File: config.mk
export PLATFORM = sky130hd
export DESIGN_NAME = dteh_addr_calc
export DESIGN_NICKNAME = d
export VERILOG_FILES = /design/src/design/dteh_pkg.sv /design/src/design/dteh_addr_calc.sv
export SDC_FILE = /design/constraint.sdc
export NUM_CORES = 1
export LEC_CHECK = 0
export BUFFER_PORTS_ARGS = -buffer_cell sky130_fd_sc_hd__clkbuf_2
export CORE_MARGIN = 2
export CORE_UTILIZATION = 35
export DETAILED_ROUTE_END_ITERATION = 10
export PLACE_DENSITY = 0.66
export SYNTH_ARGS = -nofsm -noshare
export SYNTH_HDL_FRONTEND = slang
export SYNTH_SLANG_ARGS = --single-unit
export TNS_END_PERCENT = 30
File: constraint.sdc
create_clock -name vclk -period 8.5
set_input_delay 1.275 -clock vclk [all_inputs]
set_output_delay 1.275 -clock vclk [all_outputs]
set_load 0.02 [all_outputs]
File: src/design/dteh_pkg.sv
// Shared types, codes, widths and saturating arithmetic for the dead-time histogrammer.
`default_nettype none

package dteh_pkg;

	// Fixed field widths.
	localparam int TIME_W = 40;
	localparam int SCALER_W = 32;
	localparam int INDEX_W = 16;
	localparam int COUNT_W = 32;
	localparam int SUM_W = 48;
	localparam int SHIFT_W = 5;
	localparam int CFG_ADDR_W = 2;

	// Operation codes carried in the input tuser.
	localparam logic [1:0] OP_EVENT = 2'd0;
	localparam logic [1:0] OP_READ_BIN = 2'd1;
	localparam logic [1:0] OP_READ_SLICE = 2'd2;

	// Codes for how an event gap was filled.
	localparam logic [1:0] FILL_NONE = 2'd0;
	localparam logic [1:0] FILL_BIN = 2'd1;
	localparam logic [1:0] FILL_UNDER = 2'd2;
	localparam logic [1:0] FILL_OVER = 2'd3;

	// Configuration register indexes.
	localparam logic [CFG_ADDR_W-1:0] CFG_DIFF_BIN_SHIFT = 2'd0;
	localparam logic [CFG_ADDR_W-1:0] CFG_SLICE_SHIFT = 2'd1;
	localparam logic [CFG_ADDR_W-1:0] CFG_MAX_DIFF_US = 2'd2;

	// Register reset values.
	localparam logic [SHIFT_W-1:0] DIFF_BIN_SHIFT_RST = 5'd2;
	localparam logic [SHIFT_W-1:0] SLICE_SHIFT_RST = 5'd23;
	localparam logic [TIME_W-1:0] MAX_DIFF_US_RST = 40'd100000000;

	// Decoded item travelling from the address stage to the memory stage.
	typedef struct packed {
		logic signed [TIME_W:0] time_diff;
		logic [1:0] filled;
		logic first_scalar;
		logic slice_dropped;
		logic hist_wr;
		logic slice_wr;
		logic bin_rd_ok;
		logic slice_rd_ok;
		logic [SCALER_W-1:0] dclk;
		logic [SCALER_W-1:0] dbusy;
	} ctl_t;

	// Increment that stops at the all-ones count.
	function automatic logic [COUNT_W-1:0] sat_inc32(input logic [COUNT_W-1:0] v);
		logic [COUNT_W-1:0] r;
		r = (v == '1) ? v : v + COUNT_W'(1);
		return r;
	endfunction

	// Add a scaler increment into a slice sum, stopping at the all-ones sum.
	function automatic logic [SUM_W-1:0] sat_add48(input logic [SUM_W-1:0] acc,
			input logic [SCALER_W-1:0] delta);
		logic [SUM_W:0] s;
		s = {1'b0, acc} + (SUM_W+1)'(delta);
		return s[SUM_W] ? '1 : s[SUM_W-1:0];
	endfunction

endpackage

`default_nettype wire

File: src/design/dteh_addr_calc.sv
// Address stage: gap and slice arithmetic, bin and slice addresses, result flags.
`default_nettype none

module dteh_addr_calc #(
	parameter int DIFF_BINS = 65536,
	parameter int SLICES = 1024,
	parameter int BIN_W = 16,
	parameter int SLICE_W = 10
) (
	input wire logic [1:0] op,
	input wire logic [dteh_pkg::TIME_W-1:0] event_time,
	input wire logic [dteh_pkg::SCALER_W-1:0] clock_count,
	input wire logic [dteh_pkg::SCALER_W-1:0] busy_count,
	input wire logic scalers_present,
	input wire logic [dteh_pkg::INDEX_W-1:0] read_index,
	input wire logic [dteh_pkg::TIME_W-1:0] previous_time,
	input wire logic awaiting_first,
	input wire logic [dteh_pkg::TIME_W-1:0] first_time,
	input wire logic [dteh_pkg::SCALER_W-1:0] previous_clock,
	input wire logic [dteh_pkg::SCALER_W-1:0] previous_busy,
	input wire logic [dteh_pkg::SHIFT_W-1:0] diff_bin_shift,
	input wire logic [dteh_pkg::SHIFT_W-1:0] slice_shift,
	input wire logic [dteh_pkg::TIME_W-1:0] max_diff_us,
	output dteh_pkg::ctl_t ctl,
	output logic [BIN_W-1:0] hist_addr,
	output logic [SLICE_W-1:0] slice_addr
);
	import dteh_pkg::*;

	logic [TIME_W:0] gap;
	logic gap_neg;
	logic gap_in_range;
	logic [TIME_W-1:0] bin;
	logic bin_ok;
	logic [TIME_W:0] since_first;
	logic since_neg;
	logic [TIME_W-1:0] slice;
	logic slice_ok;
	logic is_event;
	logic later_scaler;

	// Gap to the previous event and its histogram bin.
	assign gap = {1'b0, event_time} - {1'b0, previous_time};
	assign gap_neg = gap[TIME_W];
	assign gap_in_range = !gap_neg && (gap[TIME_W-1:0] < max_diff_us);
	assign bin = gap[TIME_W-1:0] >> diff_bin_shift;
	assign bin_ok = bin < TIME_W'(DIFF_BINS);

	// Time since the first scaler event and its slice.
	assign since_first = {1'b0, event_time} - {1'b0, first_time};
	assign since_neg = since_first[TIME_W];
	assign slice = since_first[TIME_W-1:0] >> slice_shift;
	assign slice_ok = slice < TIME_W'(SLICES);

	assign is_event = (op == OP_EVENT);
	assign later_scaler = is_event && scalers_present && !awaiting_first;

	// Decoded control for the memory stage.
	always_comb begin
		ctl = '0;
		if (is_event) begin
			ctl.time_diff = gap;
			if (gap_neg) begin
				ctl.filled = FILL_UNDER;
			end else if (gap_in_range) begin
				ctl.filled = bin_ok ? FILL_BIN : FILL_OVER;
			end else begin
				ctl.filled = FILL_NONE;
			end
			ctl.hist_wr = gap_in_range && bin_ok;
			ctl.first_scalar = scalers_present && awaiting_first;
			ctl.slice_dropped = later_scaler && (since_neg || !slice_ok);
			ctl.slice_wr = later_scaler && !since_neg && slice_ok;
		end
		ctl.bin_rd_ok = (op == OP_READ_BIN) && (32'(read_index) < 32'(DIFF_BINS));
		ctl.slice_rd_ok = (op == OP_READ_SLICE) && (32'(read_index) < 32'(SLICES));
		ctl.dclk = clock_count - previous_clock;
		ctl.dbusy = busy_count - previous_busy;
	end

	// Memory addresses: the read index for reads, the computed bin or slice for events.
	assign hist_addr = (op == OP_READ_BIN) ? BIN_W'({{BIN_W{1'b0}}, read_index})
		: bin[BIN_W-1:0];
	assign slice_addr = (op == OP_READ_SLICE) ? SLICE_W'({{SLICE_W{1'b0}}, read_index})
		: slice[SLICE_W-1:0];

endmodule

`default_nettype wire

* Yosys cells after proc, flatten, opt, wreduce, memory -nomap -nowiden
Index checks and enable logic that the tools add are counted.
** Storage, ports and cells
- Word-level logic and storage cells :: 33
- Output and inout bits :: 139
- Register bits :: 0
- Bits of input ports :: 318
** Operators by class
- Reductions and logical operators :: 15
- Shifts and indexed selects :: 2
- Add/subtract/negate cells :: 4
- $lt $le $gt $ge :: 4
- Equal/unequal tests :: 2
- Muxes and demuxes :: 6
** Operator list (number)
- 40-bit by 40-bit subtractor with 41-bit output :: 2
- 40-bit by 5-bit >> shifter with 40-bit output :: 2
- 32-bit subtractor :: 2
- 47-bit 2-to-1 mux :: 1
- 40-bit by 11-bit < comparator with 1-bit output, second input constant :: 1
- 40-bit by 17-bit < comparator with 1-bit output, second input constant :: 1
- 40-bit < comparator :: 1
- 16-bit by 11-bit < comparator with 1-bit output, second input constant :: 1
- 16-bit 2-to-1 mux :: 1
- 10-bit 2-to-1 mux :: 1
- 1-bit logical AND :: 9
- 2-bit 2-to-1 mux :: 3
- 1-bit logical NOT :: 4
- 2-bit by 1-bit equality test with 1-bit output, second input constant :: 1
- 2-bit equality test, second input constant :: 1
- 2-bit logical NOT :: 1
- 1-bit logical OR :: 1

* Logic depth before layout (Yosys ltp)
Gate-level depths: netlist of the first run.
- Depth in word-level cells :: 7
- Gate-level depth with buffers :: 25
- Mapped depth without buffers :: 25

* Worst setup path before layout of the first run
OpenSTA, ideal clock, no wires.
- Path type :: input -> output
- Start :: input event_time[0] in the netlist's numbering
- End :: output ctl[67] in the netlist's numbering
- Required time :: 7.225 ns
- Path buffers :: 0
- Path slack :: 1.242 ns
- Cell stages on the path :: 24
- Data arrival time :: 5.983 ns
- Path through :: inv_1 -> ha_1 -> inv_1 -> fa_1 -> a21o_1 -> a221oi_2 -> o21ai_2 -> a31oi_1 -> o311ai_0 -> a21oi_1 -> ha_1 -> a21o_1 -> a21o_1 -> a21o_1 -> a21oi_1 -> nor2b_1 -> o21ai_0 -> nand2b_1 -> a221oi_1 -> a211oi_1 -> a211oi_1 -> nor2b_1 -> nand2_1 -> o21ai_1
** RTL lines
- from (decl) :: RTL line dteh_addr_calc.sv:11 : input wire logic [dteh_pkg::TIME_W-1:0] event_time,
- to (decl) :: RTL line dteh_addr_calc.sv:24 : output dteh_pkg::ctl_t ctl,

==> results of run 1 <==
==> logic make-up after synthesis <==
group,count (synthesis),synth area share [%]
xor+xnor,115,7.138
simple gates,663,22.75
compound gates,698,33.44
fa+ha+maj,185,16.62
mux,117,10.75
buf+inv,350,9.310
==> path summary, 6_finish.rpt <==
path	start	to	slack [ns]	depth (start not counted)
min	read_index[15]	ctl[64]	2.85	3
max	event_time[5]	ctl[67]	0.67	26
==> where the power goes <==
part,internal (mW),switching [mW]
Sequential,0,0
Clock,0.000000126,0
Combinational,0.680,1.07
Total,0.680,1.07
==> final cells by class <==
class                           instances  area [sq um]  area share [%]
Antenna cell                            8         20.02          0.1187
Inverter                              253         949.7           5.630
Multi-Input combinational cell       1778         12800           75.86
Tap cell                              525         656.9           3.894
Timing Repair Buffer                  478          2445           14.49
==> tightest hold or removal path: stages <==
cell and delay [ns]:
clkbuf_2 0.09, nor4_1 0.06, clkbuf_2 0.15
==> cells in the mapped netlist (31+ instances only) <==
cell type | number | area share, %
a211oi_1 | 48 | 2.6
a21o_1 | 73 | 3.9
a21oi_1 | 177 | 6.3
a31oi_1 | 39 | 1.7
and2_1 | 45 | 2.0
clkbuf_1 | 87 | 2.3
ha_1 | 181 | 16
inv_1 | 251 | 6.7
mux2i_1 | 75 | 5.3
nand2_1 | 167 | 4.4
nand3_1 | 47 | 1.7
nor2_1 | 184 | 4.9
nor3_1 | 44 | 1.6
o21a_1 | 42 | 2.2
o21ai_0 | 99 | 3.5
xnor2_1 | 84 | 5.2
xor2_1 | 31 | 1.9
==> layer usage <==
metal | wire length (um) | up-vias | GRT usage [%]
met3 | 3946 | 99 | 2.100
met1 | 23940 | 8161 | 33.47
met5 | 0 | - | 0
met2 | 27510 | 785 | 44.96
met4 | 1736 | 0 | 7.609
li1 | - | 8535 | -
==> per-stage QoR <==
step | instances | instance area, sq um | util (%)
final | 3042 | 16870 | 42.46
after global routing | 3042 | 16870 | 42.46
after CTS | 3034 | 16850 | 42.41
after detailed placement | 3034 | 16850 | 42.41
after global placement | 3034 | 16850 | 42.41
after floorplan | 2128 | 14110 | -
==> out/metrics.yaml, run 1 <==
outcome:
  status: "finished clean"
place:
  gp_congestion: 0.9927
  pre_cts_ws_ns: 0.7805
  dp_hpwl_mm: 49.18
  port_buffers: 457
layout:
  final_common_cell: "clkbuf_2"
  fin_nets: 3014
  syn_to_final_growth_pct: 19.54
  nClkBuffers: 0
  drive_gt1_share_pct: 22.36
  final_cell_mix: "457 x clkbuf_2, 251 x inv_1, 184 x nor2_1, 181 x ha_1, 177 x a21oi_1"
  register_area_sq_um: 0
  fillers: 4231
  seq_cell_count: 0
critical_path:
  crit_required_ns: 7.22
  crit_buf_inv: 3
  crit_path_end_kind: "primary output"
  crit_family: "compound AO/OA/AOI/OAI gates"
  slowest_stage: "xnor2_1"
  cpPeakStageDelay_ns: 0.55
  path_common_cell: "nor2b_1"
  cp-start-kind: "input pin"
  worstPathArrival_ns: 6.55
  crit_fanout: 6
  setup.worst_path.class: "input pin to primary output"
drt:
  routedWlPerCell_um: 18.78
  ant_nets: 0
  detail_route.iter0.violations: 1594
  vias: 17580
  totalWireLength_mm: 57.14
  viasPerCell: 5.779
  drc: 0
  drt_pre_antenna_iters: 5
hold_path:
  hold_path.class: "input pin to primary output"
clocking:
  postCtsSetupBuffers: 0
  cts_hold_buf: 0
  cts_resized: 0
floorplanning:
  start_util_pct: 35.52
  row_count: 73
  ioPinCount: 457
  die_area_sq_um: 41940
  fp.coreArea_sq_um: 39730
  die_y_um: 204.8
  chipWidth_um: 204.8
grt:
  grt_pass1_vias: 16580
  grt-ovfl-total: 0
  grt_pass1_wl_mm: 87.62
  grt_max_degree: 45
  global_route.usage.total_pct: 25.71
  antenna_found_initial: 8
timing:
  period_share_pct: 92.11
  worstMarginPinSlew_ns: 1.063
  finalSetupViolCount: 0
  layout_min_cycle_time_ns: 7.830
  setup_ws_ns: 0.6704
  rsz0062_at_grt: "no"
  drv_slew: 0
  setup-tns-final_ns: 0
  relSlewSlack_pct: 29.16
  holdWs_ns: 2.847
  hold_violations: 0
  fmax_ghz: 0.1277
yosys:
  avgSynthCellArea_sq_um: 6.631
  syn_nets: 2631
  ys_seq_area_share_pct: 0
  yosysWarningCount: 0
  syn_area_sq_um: 14110
  syn-instance-count: 2128
  ys_types: 87
run:
  drv_cap: 0
power_and_ir_drop:
  power_mw: 1.753
  ir_drop_mv: 0.04756
  p_leak_nw: 8.819
  pwr_density_cell_nw_per_um2: 103.9
Power figures use the tool's default switching activity.
==> run 2: changes to the inputs <==
==> constraint.sdc (replaced) <==
create_clock -name vclk -period 8
set_input_delay 1.2 -clock vclk [all_inputs]
set_output_delay 1.2 -clock vclk [all_outputs]
set_load 0.02 [all_outputs]
==> run 2 against run 1 <==
Utilization hardly changed. Critical path type unchanged. Largest cell class unchanged. Via count is 1.0% lower. Critical path depth unchanged. Total power up 6.5%. Sequential share of layout area stayed put. Die area is the same. Worst setup slack got worse by 0.28 ns. Worst hold slack got worse by 0.15 ns. Clock-buffer cell count unchanged.
==> out/metrics.yaml, run 2 (synthesized netlist as in run 1, its figures left out) <==
floorplanning:
  die_area_sq_um: 41940
  start_util_pct: 35.52
  ioPinCount: 457
  fp.coreArea_sq_um: 39730
  row_count: 73
  chipWidth_um: 204.8
  die_y_um: 204.8
timing:
  period_share_pct: 95.14
  worstMarginPinSlew_ns: 0.9460
  drv_slew: 0
  hold_violations: 0
  relSlewSlack_pct: 36.87
  finalSetupViolCount: 0
  setup-tns-final_ns: 0
  layout_min_cycle_time_ns: 7.611
  fmax_ghz: 0.1314
  rsz0062_at_grt: "no"
layout:
  syn_to_final_growth_pct: 19.56
  final_cell_mix: "457 x clkbuf_2, 251 x inv_1, 184 x nor2_1, 181 x ha_1, 177 x a21oi_1"
  final_common_cell: "clkbuf_2"
  nClkBuffers: 0
  fin_nets: 3015
  register_area_sq_um: 0
  drive_gt1_share_pct: 22.39
  utilization_pct: 42.46
  seq_cell_count: 0
critical_path:
  setup.worst_path.class: "input pin to primary output"
  crit_fanout: 6
  crit_required_ns: 6.80
  path_common_cell: "nor2b_1"
  crit_path_end_kind: "primary output"
  slowest_stage: "xnor2_1"
  worstPathArrival_ns: 6.41
  cpPeakStageDelay_ns: 0.54
  cp-start-kind: "input pin"
drt:
  drt_pre_antenna_iters: 6
  drc: 0
  routedWlPerCell_um: 18.54
  vias: 17400
  detail_route.iter0.violations: 1560
  viasPerCell: 5.721
  totalWireLength_mm: 56.37
  ant_nets: 0
clocking:
  cts_hold_buf: 0
  cts_resized: 0
  postCtsSetupBuffers: 0
place:
  port_buffers: 457
  gp_congestion: 1.019
  dp_hpwl_mm: 48.24
grt:
  global_route.usage.total_pct: 25.41
  antenna_found_initial: 6
  grt-ovfl-total: 0
  grt_pass1_wl_mm: 86.71
  grt_max_degree: 61
  grt_pass1_vias: 16500
run:
  drv_cap: 0
power_and_ir_drop:
  power_mw: 1.866
  pwr_density_cell_nw_per_um2: 110.6
  p_leak_nw: 8.823
  ir_drop_mv: 0.04973
hold_path:
  hold-path-endpoint: "ctl[64]"
  hold_path.class: "input pin to primary output"
  holdCritStartpoint: "read_index[15]"
  holdPathStages: 3
outcome:
  status: "finished clean"
run 2: cell count changes in the layout (fill, tap and decap cells not counted):
cell     previous run  this run
buf_4              21        22
diode_2             8         6
run 2: metal layers:
| layer | global-route usage (%) | vias to the layer above | wire (um) |
|---|---|---|---|
| met5 | 0 | - | 0 |
| met2 | 44.87 | 743 | 27300 |
| met1 | 33.03 | 8016 | 23760 |
| li1 | - | 8537 | - |
| met4 | 6.729 | 0 | 1617 |
| met3 | 2.020 | 102 | 3692 |
run 2: through the flow:
step | area, sq um | hold WS, ns | std cells | setup WS [ns]
detailed placement | 16860 | 2.692 | 3035 | 0.5254
global placement | 16860 | 2.686 | 3035 | 0.6457
floorplan | 14110 | 2.486 | 2128 | 0.8924
CTS | 16860 | 2.694 | 3035 | 0.5064
global route | 16870 | 2.704 | 3041 | 0.02002
finish | 16870 | 2.698 | 3041 | 0.3891
run 2: worst max path at each step:
stage / end / start / depth (start not counted) / slack [ns]
after global placement: ctl[67] / event_time[0] / 26 / 0.65
after CTS: ctl[67] / event_time[5] / 26 / 0.51
final: ctl[67] / event_time[5] / 26 / 0.39
after global routing: ctl[67] / event_time[5] / 26 / 0.02
after detailed placement: ctl[67] / event_time[5] / 26 / 0.53
after floorplan: ctl[67] / event_time[0] / 24 / 0.89
run 2: worst max-delay path, delay by kind of cell:
kind,cells,cell delay [ns]
AOI/OAI and AO/OA,13,2.70
buffers and inverters,3,0.46
xor gates and xnor gates,1,0.54
adders and majority gates,2,0.72
and+or+nand+nor,7,0.79
run 2: layout make-up:
class                           instances  area (sq um)
Antenna cell                            6         15.01
Multi-Input combinational cell       1778         12800
Tap cell                              525         656.9
Inverter                              253         949.7
Fill cell                            4203         22860
Timing Repair Buffer                  479          2452
run 2: report_power, final:
group          switching [mW]  internal [mW]  leakage (nW)
logic                    1.14          0.728          8.82
clock network               0    0.000000100     0.0000380
registers                   0              0             0
total                    1.14          0.728          8.82
==> run 3: changes to the inputs <==
==> constraint.sdc (replaced) <==
create_clock -name vclk -period 8
set_input_delay 0.4 -clock vclk [all_inputs]
set_output_delay 0.4 -clock vclk [all_outputs]
set_load 0.02 [all_outputs]
==> run 3 against run 2 <==
Utilization fell by 0.15 points. Largest cell class unchanged. Clock-buffer cell count did not move. Highest routed layer unchanged. Global-route usage rose by 0.47 points.
==> out/metrics.yaml, run 3 (synthesized netlist as in run 1, its figures left out) <==
place:
  pre_cts_ws_ns: 1.811
  dp.cells: 3027
  port_buffers: 457
  gp_congestion: 1.012
  dp_hpwl_mm: 49.11
  placed_cell_area_sq_um: 16800
drt:
  drt_pre_antenna_iters: 5
  ant_nets: 0
  totalWireLength_mm: 57.79
  routedWlPerCell_um: 19.05
  drc: 0
  detail_route.iter0.violations: 1411
  vias: 17530
  viasPerCell: 5.780
outcome:
  status: "finished clean"
grt:
  grt_pass1_wl_mm: 87.36
  antenna_found_initial: 6
  grt_pass1_vias: 16400
  grt-ovfl-total: 0
  grt_max_degree: 62
  global_route.usage.total_pct: 25.88
floorplanning:
  die_y_um: 204.8
  row_count: 73
  ioPinCount: 457
  chipWidth_um: 204.8
  fp.coreArea_sq_um: 39730
  die_area_sq_um: 41940
  start_util_pct: 35.52
timing:
  setup-tns-final_ns: 0
  drv_slew: 0
  relSlewSlack_pct: 30.10
  worstMarginPinSlew_ns: 1.047
  layout_min_cycle_time_ns: 6.263
  fmax_ghz: 0.1597
  finalSetupViolCount: 0
  setup_ws_ns: 1.737
  rsz0062_at_grt: "no"
  period_share_pct: 78.29
  hold_violations: 0
run:
  drv_cap: 0
critical_path:
  crit_required_ns: 7.60
  cp-start-kind: "input pin"
  crit_path_end_kind: "primary output"
  setup.worst_path.class: "input pin to primary output"
  crit_family: "compound AO/OA/AOI/OAI gates"
  cpPeakStageDelay_ns: 0.68
  worstPathArrival_ns: 5.86
  crit_buf_inv: 5
  crit_fanout: 7
  path_common_cell: "inv_1"
  path_depth: 20
  slowest_stage: "xnor2_1"
  critical_path.cell_chain: "clkbuf_2, inv_1, ha_1, inv_1, fa_1, a21o_1, a221oi_2, o21ai_2, a31oi_1, o21ai_1, o22a_1, xnor2_1, inv_1, mux4_2, o21ai_0, o21ai_0, or4_1, or3_1, o21a_1, clkbuf_2"
layout:
  nClkBuffers: 0
  final_cells: 3033
  fin_nets: 3007
  final_common_cell: "clkbuf_2"
  final_cell_mix: "457 x clkbuf_2, 251 x inv_1, 184 x nor2_1, 181 x ha_1, 177 x a21oi_1"
  seq_cell_count: 0
  register_area_sq_um: 0
  final_cell_area_sq_um: 16810
  drive_gt1_share_pct: 22.14
  syn_to_final_growth_pct: 19.13
hold_path:
  hold_path.class: "input pin to primary output"
  holdPathStages: 3
  hold-path-endpoint: "ctl[64]"
  holdCritStartpoint: "read_index[15]"
clocking:
  cts_hold_buf: 0
  cts_resized: 0
  postCtsSetupBuffers: 0
power_and_ir_drop:
  p_leak_nw: 8.784
  pwr_density_cell_nw_per_um2: 110.8
  ir_drop_mv: 0.05406
## run 3: changes by cell type in the layout (fill, tap and decap cells not counted), sizes merged
cell | before | now
buf | 22 | 14
## run 3: how the worst max path moves through the flow
stage | from | endpoint | slack (ns)
after floorplan | event_time[0] | ctl[67] | 2.49
after global placement | event_time[0] | ctl[71] | 1.83
after detailed placement | event_time[0] | ctl[71] | 1.81
after CTS | event_time[0] | ctl[71] | 1.80
after global routing | event_time[0] | ctl[67] | 1.27
final | event_time[0] | ctl[71] | 1.74
## run 3: final cells by class
type | count | area, sq um
fill | 4321 | 22920
tap | 525 | 656.9
antenna | 6 | 15.01
multi-input combinational | 1778 | 12800
inverter | 253 | 949.7
timing repair buffer | 471 | 2392
## run 3: where the power goes
group | switching (mW) | internal (mW)
sequential | 0 | 0
combinational | 1.15 | 0.715
clock | 0 | 0.000000101
total | 1.15 | 0.715
## run 3: through the flow
stage	total power [mW]	util, %	hold WS (ns)
floorplan	1.268	-	0.8863
global placement	1.815	42.27	1.094
detailed placement	1.827	42.27	1.096
CTS	1.838	42.27	1.097
global route	2.024	42.31	1.122
finish	1.863	42.31	1.102
## run 3: routing by layer
| metal | part of all wire (%) | global-route usage [%] | vias up |
|---|---|---|---|
| li1 | - | - | 8505 |
| met4 | 3.9 | 9.291 | 0 |
| met5 | 0 | 0 | - |
| met3 | 7.2 | 3.023 | 127 |
| met1 | 42 | 33.48 | 8096 |
| met2 | 47 | 44.04 | 802 |
